`src/sv/dmcf_pkg.sv`:
```
`default_nettype none

package dmcf_pkg;

   // field widths
   localparam int RATE_W = 16;
   localparam int GAIN_W = 10;
   localparam int BYTE_W = 8;
   localparam int TICK_W = 24;
   localparam int CODE_W = 2;

   // fixed point: Q3.12 rate times integer gain, result in Q.12
   localparam int FRAC_W = 12;
   localparam int PROD_W = RATE_W + GAIN_W + 1;
   localparam int SUM_W  = PROD_W + 2;
   localparam int QUOT_W = SUM_W - FRAC_W;

   // flipper remainder by reciprocal multiply
   localparam int FLIP_MAG_W  = 14;
   localparam int FLIP_MOD    = 250;
   localparam int RECIP_SHIFT = 16;
   localparam int RECIP_W     = 9;
   localparam int FLIP_RECIP  = (1 << RECIP_SHIFT) / FLIP_MOD;
   localparam int QEST_W      = FLIP_MAG_W + RECIP_W - RECIP_SHIFT;

   // frame layout
   localparam int FRAME_LEN   = 7;
   localparam int FRAME_CNT_W = 3;
   localparam int CSUM_W      = BYTE_W + 3;
   localparam int CSUM_MOD    = 255;

   // register port
   localparam int CSR_IDX_W  = 3;
   localparam int CSR_DATA_W = 24;

   // register reset values
   localparam logic [GAIN_W-1:0] LINEAR_GAIN_RST   = 10'd495;
   localparam logic [GAIN_W-1:0] ANGULAR_GAIN_RST  = 10'd644;
   localparam logic [GAIN_W-1:0] FLIPPER_GAIN_RST  = 10'd100;
   localparam logic [BYTE_W-1:0] NEUTRAL_SPEED_RST = 8'd125;
   localparam logic [BYTE_W-1:0] SPEED_MAX_RST     = 8'd250;
   localparam logic [BYTE_W-1:0] DIFF_MAX_RST      = 8'd200;
   localparam logic [BYTE_W-1:0] START_BYTE_RST    = 8'd253;
   localparam logic [TICK_W-1:0] TIMEOUT_TICKS_RST = 24'd500;

   typedef enum logic [CODE_W-1:0] {
      CMD_VELOCITY = 2'd0,
      CMD_TICK     = 2'd1,
      CMD_SEND     = 2'd2
   } cmd_type;

   typedef enum logic [CSR_IDX_W-1:0] {
      CSR_LINEAR_GAIN   = 3'd0,
      CSR_ANGULAR_GAIN  = 3'd1,
      CSR_FLIPPER_GAIN  = 3'd2,
      CSR_NEUTRAL_SPEED = 3'd3,
      CSR_SPEED_MAX     = 3'd4,
      CSR_DIFF_MAX      = 3'd5,
      CSR_START_BYTE    = 3'd6,
      CSR_TIMEOUT_TICKS = 3'd7
   } csr_index_type;

   typedef struct packed {
      logic [CODE_W-1:0]        command;
      logic signed [RATE_W-1:0] drive_rate;
      logic signed [RATE_W-1:0] yaw_rate;
      logic signed [RATE_W-1:0] flipper_rate;
      logic [BYTE_W-1:0]        param_code;
      logic [BYTE_W-1:0]        param_value;
   } req_item_type;

   typedef struct packed {
      logic [BYTE_W-1:0] tx_byte;
      logic              frame_last;
   } rsp_item_type;

   typedef struct packed {
      logic [GAIN_W-1:0] linear_gain;
      logic [GAIN_W-1:0] angular_gain;
      logic [GAIN_W-1:0] flipper_gain;
      logic [BYTE_W-1:0] neutral_speed;
      logic [BYTE_W-1:0] speed_max;
      logic [BYTE_W-1:0] diff_max;
      logic [BYTE_W-1:0] start_byte;
      logic [TICK_W-1:0] timeout_ticks;
   } cfg_type;

   // mixed item leaving the mixer pipeline
   typedef struct packed {
      logic                  valid;
      logic [CODE_W-1:0]     command;
      logic [BYTE_W-1:0]     left_speed;
      logic [BYTE_W-1:0]     right_speed;
      logic                  flip_neg;
      logic [FLIP_MAG_W-1:0] flip_mag;
      logic [BYTE_W-1:0]     param_code;
      logic [BYTE_W-1:0]     param_value;
   } mix_stage_type;

   // frame load request toward the serializer
   typedef struct packed {
      logic              valid;
      logic [BYTE_W-1:0] left_speed;
      logic [BYTE_W-1:0] right_speed;
      logic [BYTE_W-1:0] flipper_speed;
      logic [BYTE_W-1:0] param_code;
      logic [BYTE_W-1:0] param_value;
   } frame_req_type;

   // divide a Q.12 value by 4096, truncating toward zero
   function automatic logic signed [QUOT_W-1:0] trunc_q12(input logic signed [SUM_W-1:0] v);
      logic signed [QUOT_W-1:0] q;
      q = QUOT_W'(v >>> FRAC_W);
      if (v[SUM_W-1] && (v[FRAC_W-1:0] != '0)) begin
         q = q + QUOT_W'(1);
      end
      return q;
   endfunction

   // clamp to speed_max first, then to zero
   function automatic logic [BYTE_W-1:0] clamp_drive(input logic signed [QUOT_W-1:0] q,
                                                     input logic [BYTE_W-1:0] top);
      logic signed [QUOT_W-1:0] top_ext;
      logic [BYTE_W-1:0]        res;
      top_ext = $signed({{(QUOT_W-BYTE_W){1'b0}}, top});
      if (q > top_ext) begin
         res = top;
      end else if (q[QUOT_W-1]) begin
         res = '0;
      end else begin
         res = q[BYTE_W-1:0];
      end
      return res;
   endfunction

endpackage

`default_nettype wire

```
`src/sv/dmcf_mixer.sv`:
```
`default_nettype none

module dmcf_mixer import dmcf_pkg::*; (
   input  wire logic          clock,
   input  wire logic          reset,
   input  wire logic          in_valid,
   input  wire req_item_type  in_item,
   input  wire cfg_type       cfg,
   output logic               in_ready,
   input  wire logic          out_ready,
   output mix_stage_type      out_stage
);

   // product stage registers
   logic                     p_valid_ff, p_valid_in;
   logic [CODE_W-1:0]        p_cmd_ff;
   logic signed [PROD_W-1:0] lin_prod_ff, turn_prod_ff, flip_prod_ff;
   logic signed [PROD_W-1:0] lin_prod_in, turn_prod_in, flip_prod_in;
   logic [BYTE_W-1:0]        p_code_ff, p_value_ff;
   logic                     p_ready;

   // mixed stage registers
   logic                     m_valid_ff, m_valid_in;
   logic [CODE_W-1:0]        m_cmd_ff;
   logic [BYTE_W-1:0]        m_left_ff, m_right_ff, m_left_in, m_right_in;
   logic                     m_neg_ff, m_neg_in;
   logic [FLIP_MAG_W-1:0]    m_mag_ff, m_mag_in;
   logic [BYTE_W-1:0]        m_code_ff, m_value_ff;
   logic                     m_ready;

   logic signed [PROD_W-1:0] lin_ext, turn_ext, flip_ext;
   logic signed [PROD_W-1:0] lin_gain, turn_gain, flip_gain;
   logic signed [SUM_W-1:0]  offset, r_sum, l_sum, f_sum;
   logic signed [QUOT_W-1:0] r_quot, l_quot, f_quot, f_abs;

   // stage handshake
   assign m_ready  = !m_valid_ff || out_ready;
   assign p_ready  = !p_valid_ff || m_ready;
   assign in_ready = p_ready;

   assign p_valid_in = p_ready ? in_valid : p_valid_ff;
   assign m_valid_in = m_ready ? p_valid_ff : m_valid_ff;

   // rate times gain
   assign lin_ext   = PROD_W'($signed(in_item.drive_rate));
   assign turn_ext  = PROD_W'($signed(in_item.yaw_rate));
   assign flip_ext  = PROD_W'($signed(in_item.flipper_rate));
   assign lin_gain  = $signed({{(PROD_W-GAIN_W){1'b0}}, cfg.linear_gain});
   assign turn_gain = $signed({{(PROD_W-GAIN_W){1'b0}}, cfg.angular_gain});
   assign flip_gain = $signed({{(PROD_W-GAIN_W){1'b0}}, cfg.flipper_gain});

   assign lin_prod_in  = lin_ext * lin_gain;
   assign turn_prod_in = turn_ext * turn_gain;
   assign flip_prod_in = flip_ext * flip_gain;

   // offset by neutral, truncate and clamp
   assign offset = $signed({{(SUM_W-BYTE_W-FRAC_W){1'b0}}, cfg.neutral_speed, {FRAC_W{1'b0}}});
   assign r_sum  = SUM_W'(lin_prod_ff) + SUM_W'(turn_prod_ff) + offset;
   assign l_sum  = SUM_W'(lin_prod_ff) - SUM_W'(turn_prod_ff) + offset;
   assign f_sum  = SUM_W'(flip_prod_ff) + offset;

   assign r_quot = trunc_q12(r_sum);
   assign l_quot = trunc_q12(l_sum);
   assign f_quot = trunc_q12(f_sum);

   assign m_right_in = clamp_drive(r_quot, cfg.speed_max);
   assign m_left_in  = clamp_drive(l_quot, cfg.speed_max);

   // flipper keeps sign and magnitude for the remainder
   assign m_neg_in = f_quot[QUOT_W-1];
   assign f_abs    = m_neg_in ? -f_quot : f_quot;
   assign m_mag_in = f_abs[FLIP_MAG_W-1:0];

   // control registers
   always_ff @(posedge clock) begin
      if (reset) begin
         p_valid_ff <= 1'b0;
         m_valid_ff <= 1'b0;
      end else begin
         p_valid_ff <= p_valid_in;
         m_valid_ff <= m_valid_in;
      end
   end

   // payload registers
   always_ff @(posedge clock) begin
      if (p_ready) begin
         p_cmd_ff     <= in_item.command;
         lin_prod_ff  <= lin_prod_in;
         turn_prod_ff <= turn_prod_in;
         flip_prod_ff <= flip_prod_in;
         p_code_ff    <= in_item.param_code;
         p_value_ff   <= in_item.param_value;
      end
      if (m_ready) begin
         m_cmd_ff   <= p_cmd_ff;
         m_left_ff  <= m_left_in;
         m_right_ff <= m_right_in;
         m_neg_ff   <= m_neg_in;
         m_mag_ff   <= m_mag_in;
         m_code_ff  <= p_code_ff;
         m_value_ff <= p_value_ff;
      end
   end

   assign out_stage.valid       = m_valid_ff;
   assign out_stage.command     = m_cmd_ff;
   assign out_stage.left_speed  = m_left_ff;
   assign out_stage.right_speed = m_right_ff;
   assign out_stage.flip_neg    = m_neg_ff;
   assign out_stage.flip_mag    = m_mag_ff;
   assign out_stage.param_code  = m_code_ff;
   assign out_stage.param_value = m_value_ff;

endmodule

`default_nettype wire

```
`src/sv/dmcf_state.sv`:
```
`default_nettype none

module dmcf_state import dmcf_pkg::*; (
   input  wire logic          clock,
   input  wire logic          reset,
   input  wire mix_stage_type mix,
   input  wire cfg_type       cfg,
   output logic               mix_ready,
   input  wire logic          frame_ready,
   output frame_req_type      frame_req
);

   logic [BYTE_W-1:0] left_ff, right_ff, flip_ff;
   logic [BYTE_W-1:0] left_in, right_in, flip_in;
   logic [TICK_W-1:0] idle_ff, idle_in;
   logic              armed_ff, armed_in;

   logic is_send, commit;

   logic [BYTE_W:0]                 r_ext, l_ext, d_ext;
   logic [BYTE_W:0]                 pair_sum;
   logic [BYTE_W-1:0]               avg, half;
   logic [BYTE_W-1:0]               lim_left, lim_right;

   logic [FLIP_MAG_W+RECIP_W-1:0]   recip_prod;
   logic [QEST_W-1:0]               q_est;
   logic [FLIP_MAG_W-1:0]           back_prod, rem_wide, rem_fix;
   logic [BYTE_W-1:0]               rem_byte, flip_byte;

   logic [TICK_W-1:0]               idle_inc;
   logic                            fire;

   // a send waits for the serializer, everything else commits at once
   assign is_send   = (mix.command == CMD_SEND);
   assign mix_ready = !is_send || frame_ready;
   assign commit    = mix.valid && mix_ready;

   assign frame_req.valid         = mix.valid && is_send;
   assign frame_req.left_speed    = left_ff;
   assign frame_req.right_speed   = right_ff;
   assign frame_req.flipper_speed = flip_ff;
   assign frame_req.param_code    = mix.param_code;
   assign frame_req.param_value   = mix.param_value;

   // left/right difference limit around the average
   assign r_ext    = {1'b0, mix.right_speed};
   assign l_ext    = {1'b0, mix.left_speed};
   assign d_ext    = {1'b0, cfg.diff_max};
   assign pair_sum = r_ext + l_ext;
   assign avg      = pair_sum[BYTE_W:1];
   assign half     = {1'b0, cfg.diff_max[BYTE_W-1:1]};

   always_comb begin
      lim_left  = mix.left_speed;
      lim_right = mix.right_speed;
      if (r_ext > l_ext + d_ext) begin
         lim_right = avg + half;
         lim_left  = avg - half;
      end else if (l_ext > r_ext + d_ext) begin
         lim_left  = avg + half;
         lim_right = avg - half;
      end
   end

   // flipper remainder modulo 250, sign follows the dividend
   assign recip_prod = {{RECIP_W{1'b0}}, mix.flip_mag}
                     * (FLIP_MAG_W+RECIP_W)'(FLIP_RECIP);
   assign q_est      = recip_prod[FLIP_MAG_W+RECIP_W-1:RECIP_SHIFT];
   assign back_prod  = FLIP_MAG_W'(q_est) * FLIP_MAG_W'(FLIP_MOD);
   assign rem_wide   = mix.flip_mag - back_prod;
   assign rem_fix    = (rem_wide >= FLIP_MAG_W'(FLIP_MOD)) ? rem_wide - FLIP_MAG_W'(FLIP_MOD)
                                                           : rem_wide;
   assign rem_byte   = rem_fix[BYTE_W-1:0];
   assign flip_byte  = mix.flip_neg ? -rem_byte : rem_byte;

   // idle timeout
   assign idle_inc = idle_ff + TICK_W'(1);
   assign fire     = (idle_inc >= cfg.timeout_ticks);

   always_comb begin
      left_in  = left_ff;
      right_in = right_ff;
      flip_in  = flip_ff;
      idle_in  = idle_ff;
      armed_in = armed_ff;
      if (commit) begin
         case (mix.command)
            CMD_VELOCITY: begin
               left_in  = lim_left;
               right_in = lim_right;
               flip_in  = flip_byte;
               idle_in  = '0;
               armed_in = 1'b1;
            end
            CMD_TICK: begin
               if (armed_ff) begin
                  if (fire) begin
                     left_in  = cfg.neutral_speed;
                     right_in = cfg.neutral_speed;
                     flip_in  = cfg.neutral_speed;
                     idle_in  = '0;
                     armed_in = 1'b0;
                  end else begin
                     idle_in = idle_inc;
                  end
               end
            end
            default: begin
            end
         endcase
      end
   end

   always_ff @(posedge clock) begin
      if (reset) begin
         left_ff  <= NEUTRAL_SPEED_RST;
         right_ff <= NEUTRAL_SPEED_RST;
         flip_ff  <= NEUTRAL_SPEED_RST;
         idle_ff  <= '0;
         armed_ff <= 1'b1;
      end else begin
         left_ff  <= left_in;
         right_ff <= right_in;
         flip_ff  <= flip_in;
         idle_ff  <= idle_in;
         armed_ff <= armed_in;
      end
   end

endmodule

`default_nettype wire

```
`src/sv/dmcf_framer.sv`:
```
`default_nettype none

module dmcf_framer import dmcf_pkg::*; (
   input  wire logic          clock,
   input  wire logic          reset,
   input  wire frame_req_type frame_req,
   input  wire logic [BYTE_W-1:0] start_byte,
   output logic               frame_ready,
   output logic               rsp_valid,
   input  wire logic          rsp_stall,
   output rsp_item_type       rsp_data
);

   logic [BYTE_W-1:0]      frame_ff [FRAME_LEN];
   logic [BYTE_W-1:0]      frame_in [FRAME_LEN];
   logic [FRAME_CNT_W-1:0] count_ff, count_in;

   logic                   xfer, load;
   logic [CSUM_W-1:0]      sum;
   logic [BYTE_W:0]        fold, fold_fix;
   logic [BYTE_W-1:0]      checksum;

   assign rsp_valid           = (count_ff != '0);
   assign rsp_data.tx_byte    = frame_ff[0];
   assign rsp_data.frame_last = (count_ff == FRAME_CNT_W'(1));

   // a new frame loads when empty or as the last byte leaves
   assign xfer        = rsp_valid && !rsp_stall;
   assign frame_ready = (count_ff == '0) || (rsp_data.frame_last && xfer);
   assign load        = frame_req.valid && frame_ready;

   // checksum: 255 minus the byte sum modulo 255
   assign sum = CSUM_W'(frame_req.left_speed) + CSUM_W'(frame_req.right_speed)
              + CSUM_W'(frame_req.flipper_speed) + CSUM_W'(frame_req.param_code)
              + CSUM_W'(frame_req.param_value);
   assign fold     = (BYTE_W+1)'(sum[CSUM_W-1:BYTE_W]) + (BYTE_W+1)'(sum[BYTE_W-1:0]);
   assign fold_fix = (fold >= (BYTE_W+1)'(CSUM_MOD)) ? fold - (BYTE_W+1)'(CSUM_MOD) : fold;
   assign checksum = BYTE_W'(CSUM_MOD) - fold_fix[BYTE_W-1:0];

   // shift line, byte zero is on the port
   always_comb begin
      frame_in = frame_ff;
      count_in = count_ff;
      if (load) begin
         frame_in[0] = start_byte;
         frame_in[1] = frame_req.left_speed;
         frame_in[2] = frame_req.right_speed;
         frame_in[3] = frame_req.flipper_speed;
         frame_in[4] = frame_req.param_code;
         frame_in[5] = frame_req.param_value;
         frame_in[6] = checksum;
         count_in    = FRAME_CNT_W'(FRAME_LEN);
      end else if (xfer) begin
         for (int k = 0; k < FRAME_LEN - 1; k++) begin
            frame_in[k] = frame_ff[k+1];
         end
         count_in = count_ff - FRAME_CNT_W'(1);
      end
   end

   always_ff @(posedge clock) begin
      if (reset) begin
         count_ff <= '0;
      end else begin
         count_ff <= count_in;
      end
   end

   always_ff @(posedge clock) begin
      frame_ff <= frame_in;
   end

endmodule

`default_nettype wire

```
`src/sv/drive_mixer_command_framer_core.sv`:
```
`default_nettype none

// Drive mixer and command framer. A velocity command (command 0) turns the
// linear, turn and flipper rates into left, right and flipper motor bytes; a
// tick (command 1) counts toward a one-shot idle timeout that puts all three
// motors back to neutral_speed; a send request (command 2) emits a seven-byte
// frame on rsp_: start byte, left, right, flipper, param_code, param_value
// and checksum, one byte per transfer, frame_last high on the checksum.
// Command 3 is dropped. Items pass an input register, a product stage, a mix
// stage and the motor state registers, and velocity and tick commands are
// taken one per cycle while no stage ahead of them is held.
// A send request holds the frame serializer for seven output transfers; a send
// that meets a busy serializer waits in the mix stage until the last byte of
// the frame ahead leaves, and req_stall rises once the stages behind it have
// filled. The user must write registers through csr_ only while the block is
// idle; the block itself does not enforce this.

module drive_mixer_command_framer_core import dmcf_pkg::*; (
   input  wire logic                  clock,
   input  wire logic                  reset,
   input  wire logic                  req_valid,
   output logic                       req_stall,
   input  wire req_item_type          req_data,
   output logic                       rsp_valid,
   input  wire logic                  rsp_stall,
   output rsp_item_type               rsp_data,
   input  wire logic                  csr_wr_en,
   input  wire logic [CSR_IDX_W-1:0]  csr_index,
   input  wire logic [CSR_DATA_W-1:0] csr_wdata
);

   cfg_type       cfg_ff, cfg_in;
   logic          req_valid_ff, req_valid_in;
   req_item_type  req_item_ff;
   logic          in_ready, mix_in_ready;
   mix_stage_type mix_out;
   logic          mix_ready;
   frame_req_type frame_req;
   logic          frame_ready;

   // configuration writes
   always_comb begin
      cfg_in = cfg_ff;
      if (csr_wr_en) begin
         case (csr_index)
            CSR_LINEAR_GAIN:   cfg_in.linear_gain   = csr_wdata[GAIN_W-1:0];
            CSR_ANGULAR_GAIN:  cfg_in.angular_gain  = csr_wdata[GAIN_W-1:0];
            CSR_FLIPPER_GAIN:  cfg_in.flipper_gain  = csr_wdata[GAIN_W-1:0];
            CSR_NEUTRAL_SPEED: cfg_in.neutral_speed = csr_wdata[BYTE_W-1:0];
            CSR_SPEED_MAX:     cfg_in.speed_max     = csr_wdata[BYTE_W-1:0];
            CSR_DIFF_MAX:      cfg_in.diff_max      = csr_wdata[BYTE_W-1:0];
            CSR_START_BYTE:    cfg_in.start_byte    = csr_wdata[BYTE_W-1:0];
            CSR_TIMEOUT_TICKS: cfg_in.timeout_ticks = csr_wdata[TICK_W-1:0];
            default: begin
            end
         endcase
      end
   end

   always_ff @(posedge clock) begin
      if (reset) begin
         cfg_ff.linear_gain   <= LINEAR_GAIN_RST;
         cfg_ff.angular_gain  <= ANGULAR_GAIN_RST;
         cfg_ff.flipper_gain  <= FLIPPER_GAIN_RST;
         cfg_ff.neutral_speed <= NEUTRAL_SPEED_RST;
         cfg_ff.speed_max     <= SPEED_MAX_RST;
         cfg_ff.diff_max      <= DIFF_MAX_RST;
         cfg_ff.start_byte    <= START_BYTE_RST;
         cfg_ff.timeout_ticks <= TIMEOUT_TICKS_RST;
      end else begin
         cfg_ff <= cfg_in;
      end
   end

   // input register
   assign in_ready     = !req_valid_ff || mix_in_ready;
   assign req_stall    = !in_ready;
   assign req_valid_in = in_ready ? req_valid : req_valid_ff;

   always_ff @(posedge clock) begin
      if (reset) begin
         req_valid_ff <= 1'b0;
      end else begin
         req_valid_ff <= req_valid_in;
      end
   end

   always_ff @(posedge clock) begin
      if (in_ready) begin
         req_item_ff <= req_data;
      end
   end

   dmcf_mixer u_mixer (
      .clock     (clock),
      .reset     (reset),
      .in_valid  (req_valid_ff),
      .in_item   (req_item_ff),
      .cfg       (cfg_ff),
      .in_ready  (mix_in_ready),
      .out_ready (mix_ready),
      .out_stage (mix_out)
   );

   dmcf_state u_state (
      .clock       (clock),
      .reset       (reset),
      .mix         (mix_out),
      .cfg         (cfg_ff),
      .mix_ready   (mix_ready),
      .frame_ready (frame_ready),
      .frame_req   (frame_req)
   );

   dmcf_framer u_framer (
      .clock       (clock),
      .reset       (reset),
      .frame_req   (frame_req),
      .start_byte  (cfg_ff.start_byte),
      .frame_ready (frame_ready),
      .rsp_valid   (rsp_valid),
      .rsp_stall   (rsp_stall),
      .rsp_data    (rsp_data)
   );

   // a loaded frame shows its first byte next cycle
   assert property (@(posedge clock) disable iff (reset)
      (frame_req.valid && frame_ready) |=> (rsp_valid && !rsp_data.frame_last))
      else $error("frame load did not present its start byte");

   // the serializer empties after the checksum leaves with nothing behind it
   assert property (@(posedge clock) disable iff (reset)
      (rsp_valid && rsp_data.frame_last && !rsp_stall && !(frame_req.valid && frame_ready))
      |=> !rsp_valid)
      else $error("output still valid after the last frame byte");

   // a send never overruns a frame that is still going out
   assert property (@(posedge clock) disable iff (reset)
      (mix_out.valid && (mix_out.command == CMD_SEND) && rsp_valid && !rsp_data.frame_last)
      |-> !mix_ready)
      else $error("send request committed while a frame was in flight");

endmodule

`default_nettype wire
```
`config.mk`:
```
export PLATFORM = sky130hd
export DESIGN_NAME = drive_mixer_command_framer_core
export DESIGN_NICKNAME = d
export VERILOG_FILES = /design/src/sv/dmcf_pkg.sv /design/src/sv/dmcf_mixer.sv /design/src/sv/dmcf_state.sv /design/src/sv/dmcf_framer.sv /design/src/sv/drive_mixer_command_framer_core.sv
export SDC_FILE = /design/constraint.sdc
export NUM_CORES = 2
export LEC_CHECK = 0
export BUFFER_PORTS_ARGS = -buffer_cell sky130_fd_sc_hd__buf_2
export CAP_MARGIN = 20
export CORE_MARGIN = 2
export CORE_UTILIZATION = 29
export DETAILED_ROUTE_END_ITERATION = 8
export GPL_TIMING_DRIVEN = 0
export REMOVE_ABC_BUFFERS = 1
export SYNTH_ARGS = -nofsm -noshare
export SYNTH_HDL_FRONTEND = slang
export SYNTH_SLANG_ARGS = --single-unit
export TNS_END_PERCENT = 50
```
`constraint.sdc`:
```
create_clock -name clock -period 11.3 [get_ports clock]
set_input_delay 2.26 -clock clock [delete_from_list [all_inputs] [get_ports clock]]
set_output_delay 2.26 -clock clock [all_outputs]
set_load 0.01 [all_outputs]
```
==> run_results.csv <==
group,metric,value,unit
timing,hold_violations,0,
cts,clkTransAtPathRegs,0.06,ns
synthesis,synth-simple-area-share,17.05,%
synthesis,postSynth.topFlopCell,"edfxtp_1",
routing,drtPass1Iterations,5,
die,core_region_area,0.1582,mm²
synthesis,synth-warning-count,0,
critical_path,r2r-start,"u_mixer.m_mag_ff[12]$_DFFE_PP_",
placement,post-place-cells,7019,
synthesis,yosys_register_bits,411,
routing,wl,115.8,mm
synthesis,synth_top_cell_area_share,21.06,%
synthesis,synth_compound_area_share,11.57,%
critical_path,path_depth,45,
synthesis,synth_edf_count,270,
die,pin_count,109,
critical_path,ff2ff_setup_slack,0.73,ns
worst_hold_path,min_from,"u_mixer.p_value_ff[7]$_DFFE_PP_",
synthesis,synth_mux_area_share,0.7707,%
run,drv_cap,0,
cts,cts_buffers,52,
timing,fmaxAchievable,0.09463,GHz
synthesis,async_reset_ff_share,0,%
synthesis,synthAdderAreaFrac,33.76,%
synthesis,synth_top_family_by_area,"adder cells",
timing,slew_headroom,27.23,%
placement,globalplace.congestion,0.8816,
grt,grt_use_total,14.40,%
synthesis,yosys-top-cells-area,"fa_1, edfxtp_1, ha_1",
final_layout,area_growth,10.18,%
placement,port-buffer-count,108,
worst_hold_path,hp-class,"reg -> reg",
cts,clkSinkCount,411,
cts,cts_buffer_depth,3,
critical_path,arrival,11.12,ns
timing,drv_slew,0,
synthesis,synth.distinct_cells,103,
die,die_area,0.1622,mm²
cts,htreeDepth,2,
routing,routed-wl-met2,54.57,mm
die,die_w,402.7,µm
routing,vias_per_cell,4.781,
routing,highest_layer,"met5",
grt,antenna_found_initial,7,
synthesis,synth_top_cell_by_area,"fa_1",
timing,fin_crit_sh,93.51,%
timing,tightest_slew,1.091,ns
critical_path,worst_path_largest_cell_delay,0.53,ns
critical_path,critPathKind,"reg -> reg",
die,fp.dieH,402.7,µm
synthesis,ys_seq_area_share,23.71,%
routing,vias,34060,
critical_path,crit_fanout,8,
final_layout,final_layout_size_suffix_gt1_share,6.136,%
critical_path,crit_top_cell,"ha_1",
placement,dp_hpwl,91.66,mm
grt,grt_pass1_wl,189.0,mm
grt,grt_start_max_net_pins,90,
timing,final.setup.tns,0,ns
worst_hold_path,holdPathStages,0,
timing,timing.final.crit_period,10.57,ns
routing,detail_route.wl_per_cell,16.26,µm
critical_path,start_kind,"flop",
synthesis,synthXorXnorAreaFrac,5.463,%
cts,clkLatencyLatePin,0.67,ns
final_layout,instances_no_fill,7124,
final_layout,n_antenna_cell,0,
final_layout,fin_nets,6059,
worst_hold_path,whs_endpoint,"u_mixer.m_value_ff[7]$_DFFE_PP_",
routing,wl_met1,52.78,mm
critical_path,reg2regPathDepth,45,
critical_path,cp_slowest_cell,"fa_1",
critical_path,r2r-end,"u_state.flip_ff[2]$_SDFFE_PP1P_",
routing,drcViolationCount,0,
critical_path,cp_data_required_time,11.85,ns
routing,postRouteAntennaNets,0,
cts,cts-root-buf,"clkbuf_16",
critical_path,cp_top_family,"adder cells",
timing,finalSetupViolations,0,
cts,cts_hold_buf,0,
synthesis,postSynthAreaPerCell,9.205,µm²
routing,wl_met3,4.784,mm
timing,clock_skew,0.03816,ns
timing,grt_setup_unrepaired,"false",
critical_path,critPathBufInv,6,
grt,grt_pass1_vias,35220,
outcome,status,"finished clean",
die,rows,146,
critical_path,end_kind,"flop",
synthesis,netlist_instances,5009,
routing,first_iter_violations,1874,
cts,cts_tree,"done",
synthesis,synth_area,0.04611,mm²
die,start_util,29.14,%
grt,overflow,0,
-- synth_stat cells (all sizes together), types with 11 or more instances --
cell and number:
inv 728, nand2 578, fa 485, ha 468, and2 311, edfxtp 270
nor2 268, a21oi 265, xnor2 202, o21ai 153, clkbuf 151, dfxtp 141
xor2 83, nand3 75, nor3 68, nor2b 66, a21o 63, a211o 44
nand4 44, nand2b 42, o21bai 40, and3 39, buf 39, a211oi 32
mux2i 31, nand3b 30, o211ai 24, or2 23, o21a 22, or3 21
o31ai 19, a21boi 17, a31oi 14, nor4 12, a2111oi 11
-- worst reg2reg max path, delay by kind of cell, from the launching register on --
| family | cells | cell delay [ns] |
|---|---|---|
| flip-flops | 1 | 0.50 |
| XOR/XNOR | 5 | 0.93 |
| AO/OA/AOI/OAI | 17 | 3.84 |
| AND/OR/NAND/NOR | 6 | 0.70 |
| adder cells (fa/ha/maj) | 11 | 4.09 |
| buffers and inverters | 6 | 0.41 |
-- how the worst max path moves through the flow --
stage / start / to / slack [ns]
2_1_floorplan: u_mixer.m_mag_ff[10]$_DFFE_PP_ / u_state.flip_ff[2]$_SDFFE_PP1P_ / 1.52
3_3_place_gp: u_mixer.m_mag_ff[9]$_DFFE_PP_ / u_state.flip_ff[2]$_SDFFE_PP1P_ / 0.10
3_5_place_dp: u_mixer.m_mag_ff[8]$_DFFE_PP_ / u_state.flip_ff[2]$_SDFFE_PP1P_ / -0.06
4_1_cts: u_mixer.m_mag_ff[10]$_DFFE_PP_ / u_state.flip_ff[2]$_SDFFE_PP1P_ / 0.02
5_1_grt: u_mixer.m_mag_ff[9]$_DFFE_PP_ / u_state.flip_ff[2]$_SDFFE_PP1P_ / 0.04
6_report: u_mixer.m_mag_ff[12]$_DFFE_PP_ / u_state.flip_ff[2]$_SDFFE_PP1P_ / 0.73
-- flip-flops by register name, indices dropped and copies added, names as in the netlist, 14 cells and up --
name / count
cfg_ff: 86
req_item_ff: 66
u_framer.frame_ff: 48
u_mixer.flip_prod_ff: 27
u_mixer.lin_prod_ff: 27
u_mixer.turn_prod_ff: 27
u_state.idle_ff: 24
u_mixer.m_mag_ff: 14
-- cells in the final DEF (no fill, tap or decap), types with 74 or more instances in the layout --
master	Yosys	layout
dfxtp_1	141	141
xor2_1	83	81
fa_1	485	485
inv_1	728	727
xnor2_1	202	199
and2_1	309	309
ha_1	468	468
buf_2	9	107
nand3_1	75	74
nand2_1	578	577
edfxtp_1	270	270
o21ai_0	151	151
a21oi_1	264	264
nor2_1	267	265
-- what timing repair did --
action / in CTS / in global routing
gates resized for setup: 1 / 12
endpoints found under the setup margin: 1 / 7
endpoints found under the hold margin: 0 / 0
setup buffers: 0 / 7
pin swaps: 0 / 2
-- area by class of cell --
| cell class | count | area [µm²] |
|---|---|---|
| well taps | 2072 | 2592 |
| clock buffers | 64 | 1408 |
| clock inverters | 34 | 427.9 |
| inverters | 729 | 2736 |
| fillers | 16430 | 107400 |
| repair buffers | 135 | 924.6 |
| multi-input cells | 3679 | 31780 |
| flip-flops and latches | 411 | 10930 |
-- per-stage QoR --
step	utilization (%)	worst slack, ns	area [µm²]	hold WS [ns]
global placement	30.62	0.1009	48430	0.4050
detailed placement	30.86	-0.06190	48820	0.4045
floorplan	-	1.521	45300	0.4003
global route	32.11	0.04333	50800	0.4281
CTS	32.03	0.01893	50670	0.4192
finish	32.11	0.7330	50800	0.4180
-- layer usage --
layer  up-vias  GRT usage [%]
met3       165          1.725
met5         -              0
li1      16500              -
met2       613          24.43
met1     16770          19.11
met4         8          4.508
-- cell families after synthesis --
| family | after synthesis |
|---|---|
| compound gates | 804 |
| xor+xnor | 286 |
| fa+ha+maj | 953 |
| buf+inv | 919 |
| flops | 411 |
| mux | 35 |
| simple gates | 1601 |
Power is not shown: default switching activity piles up to over one toggle a cycle in this logic, so the estimate is an artifact.
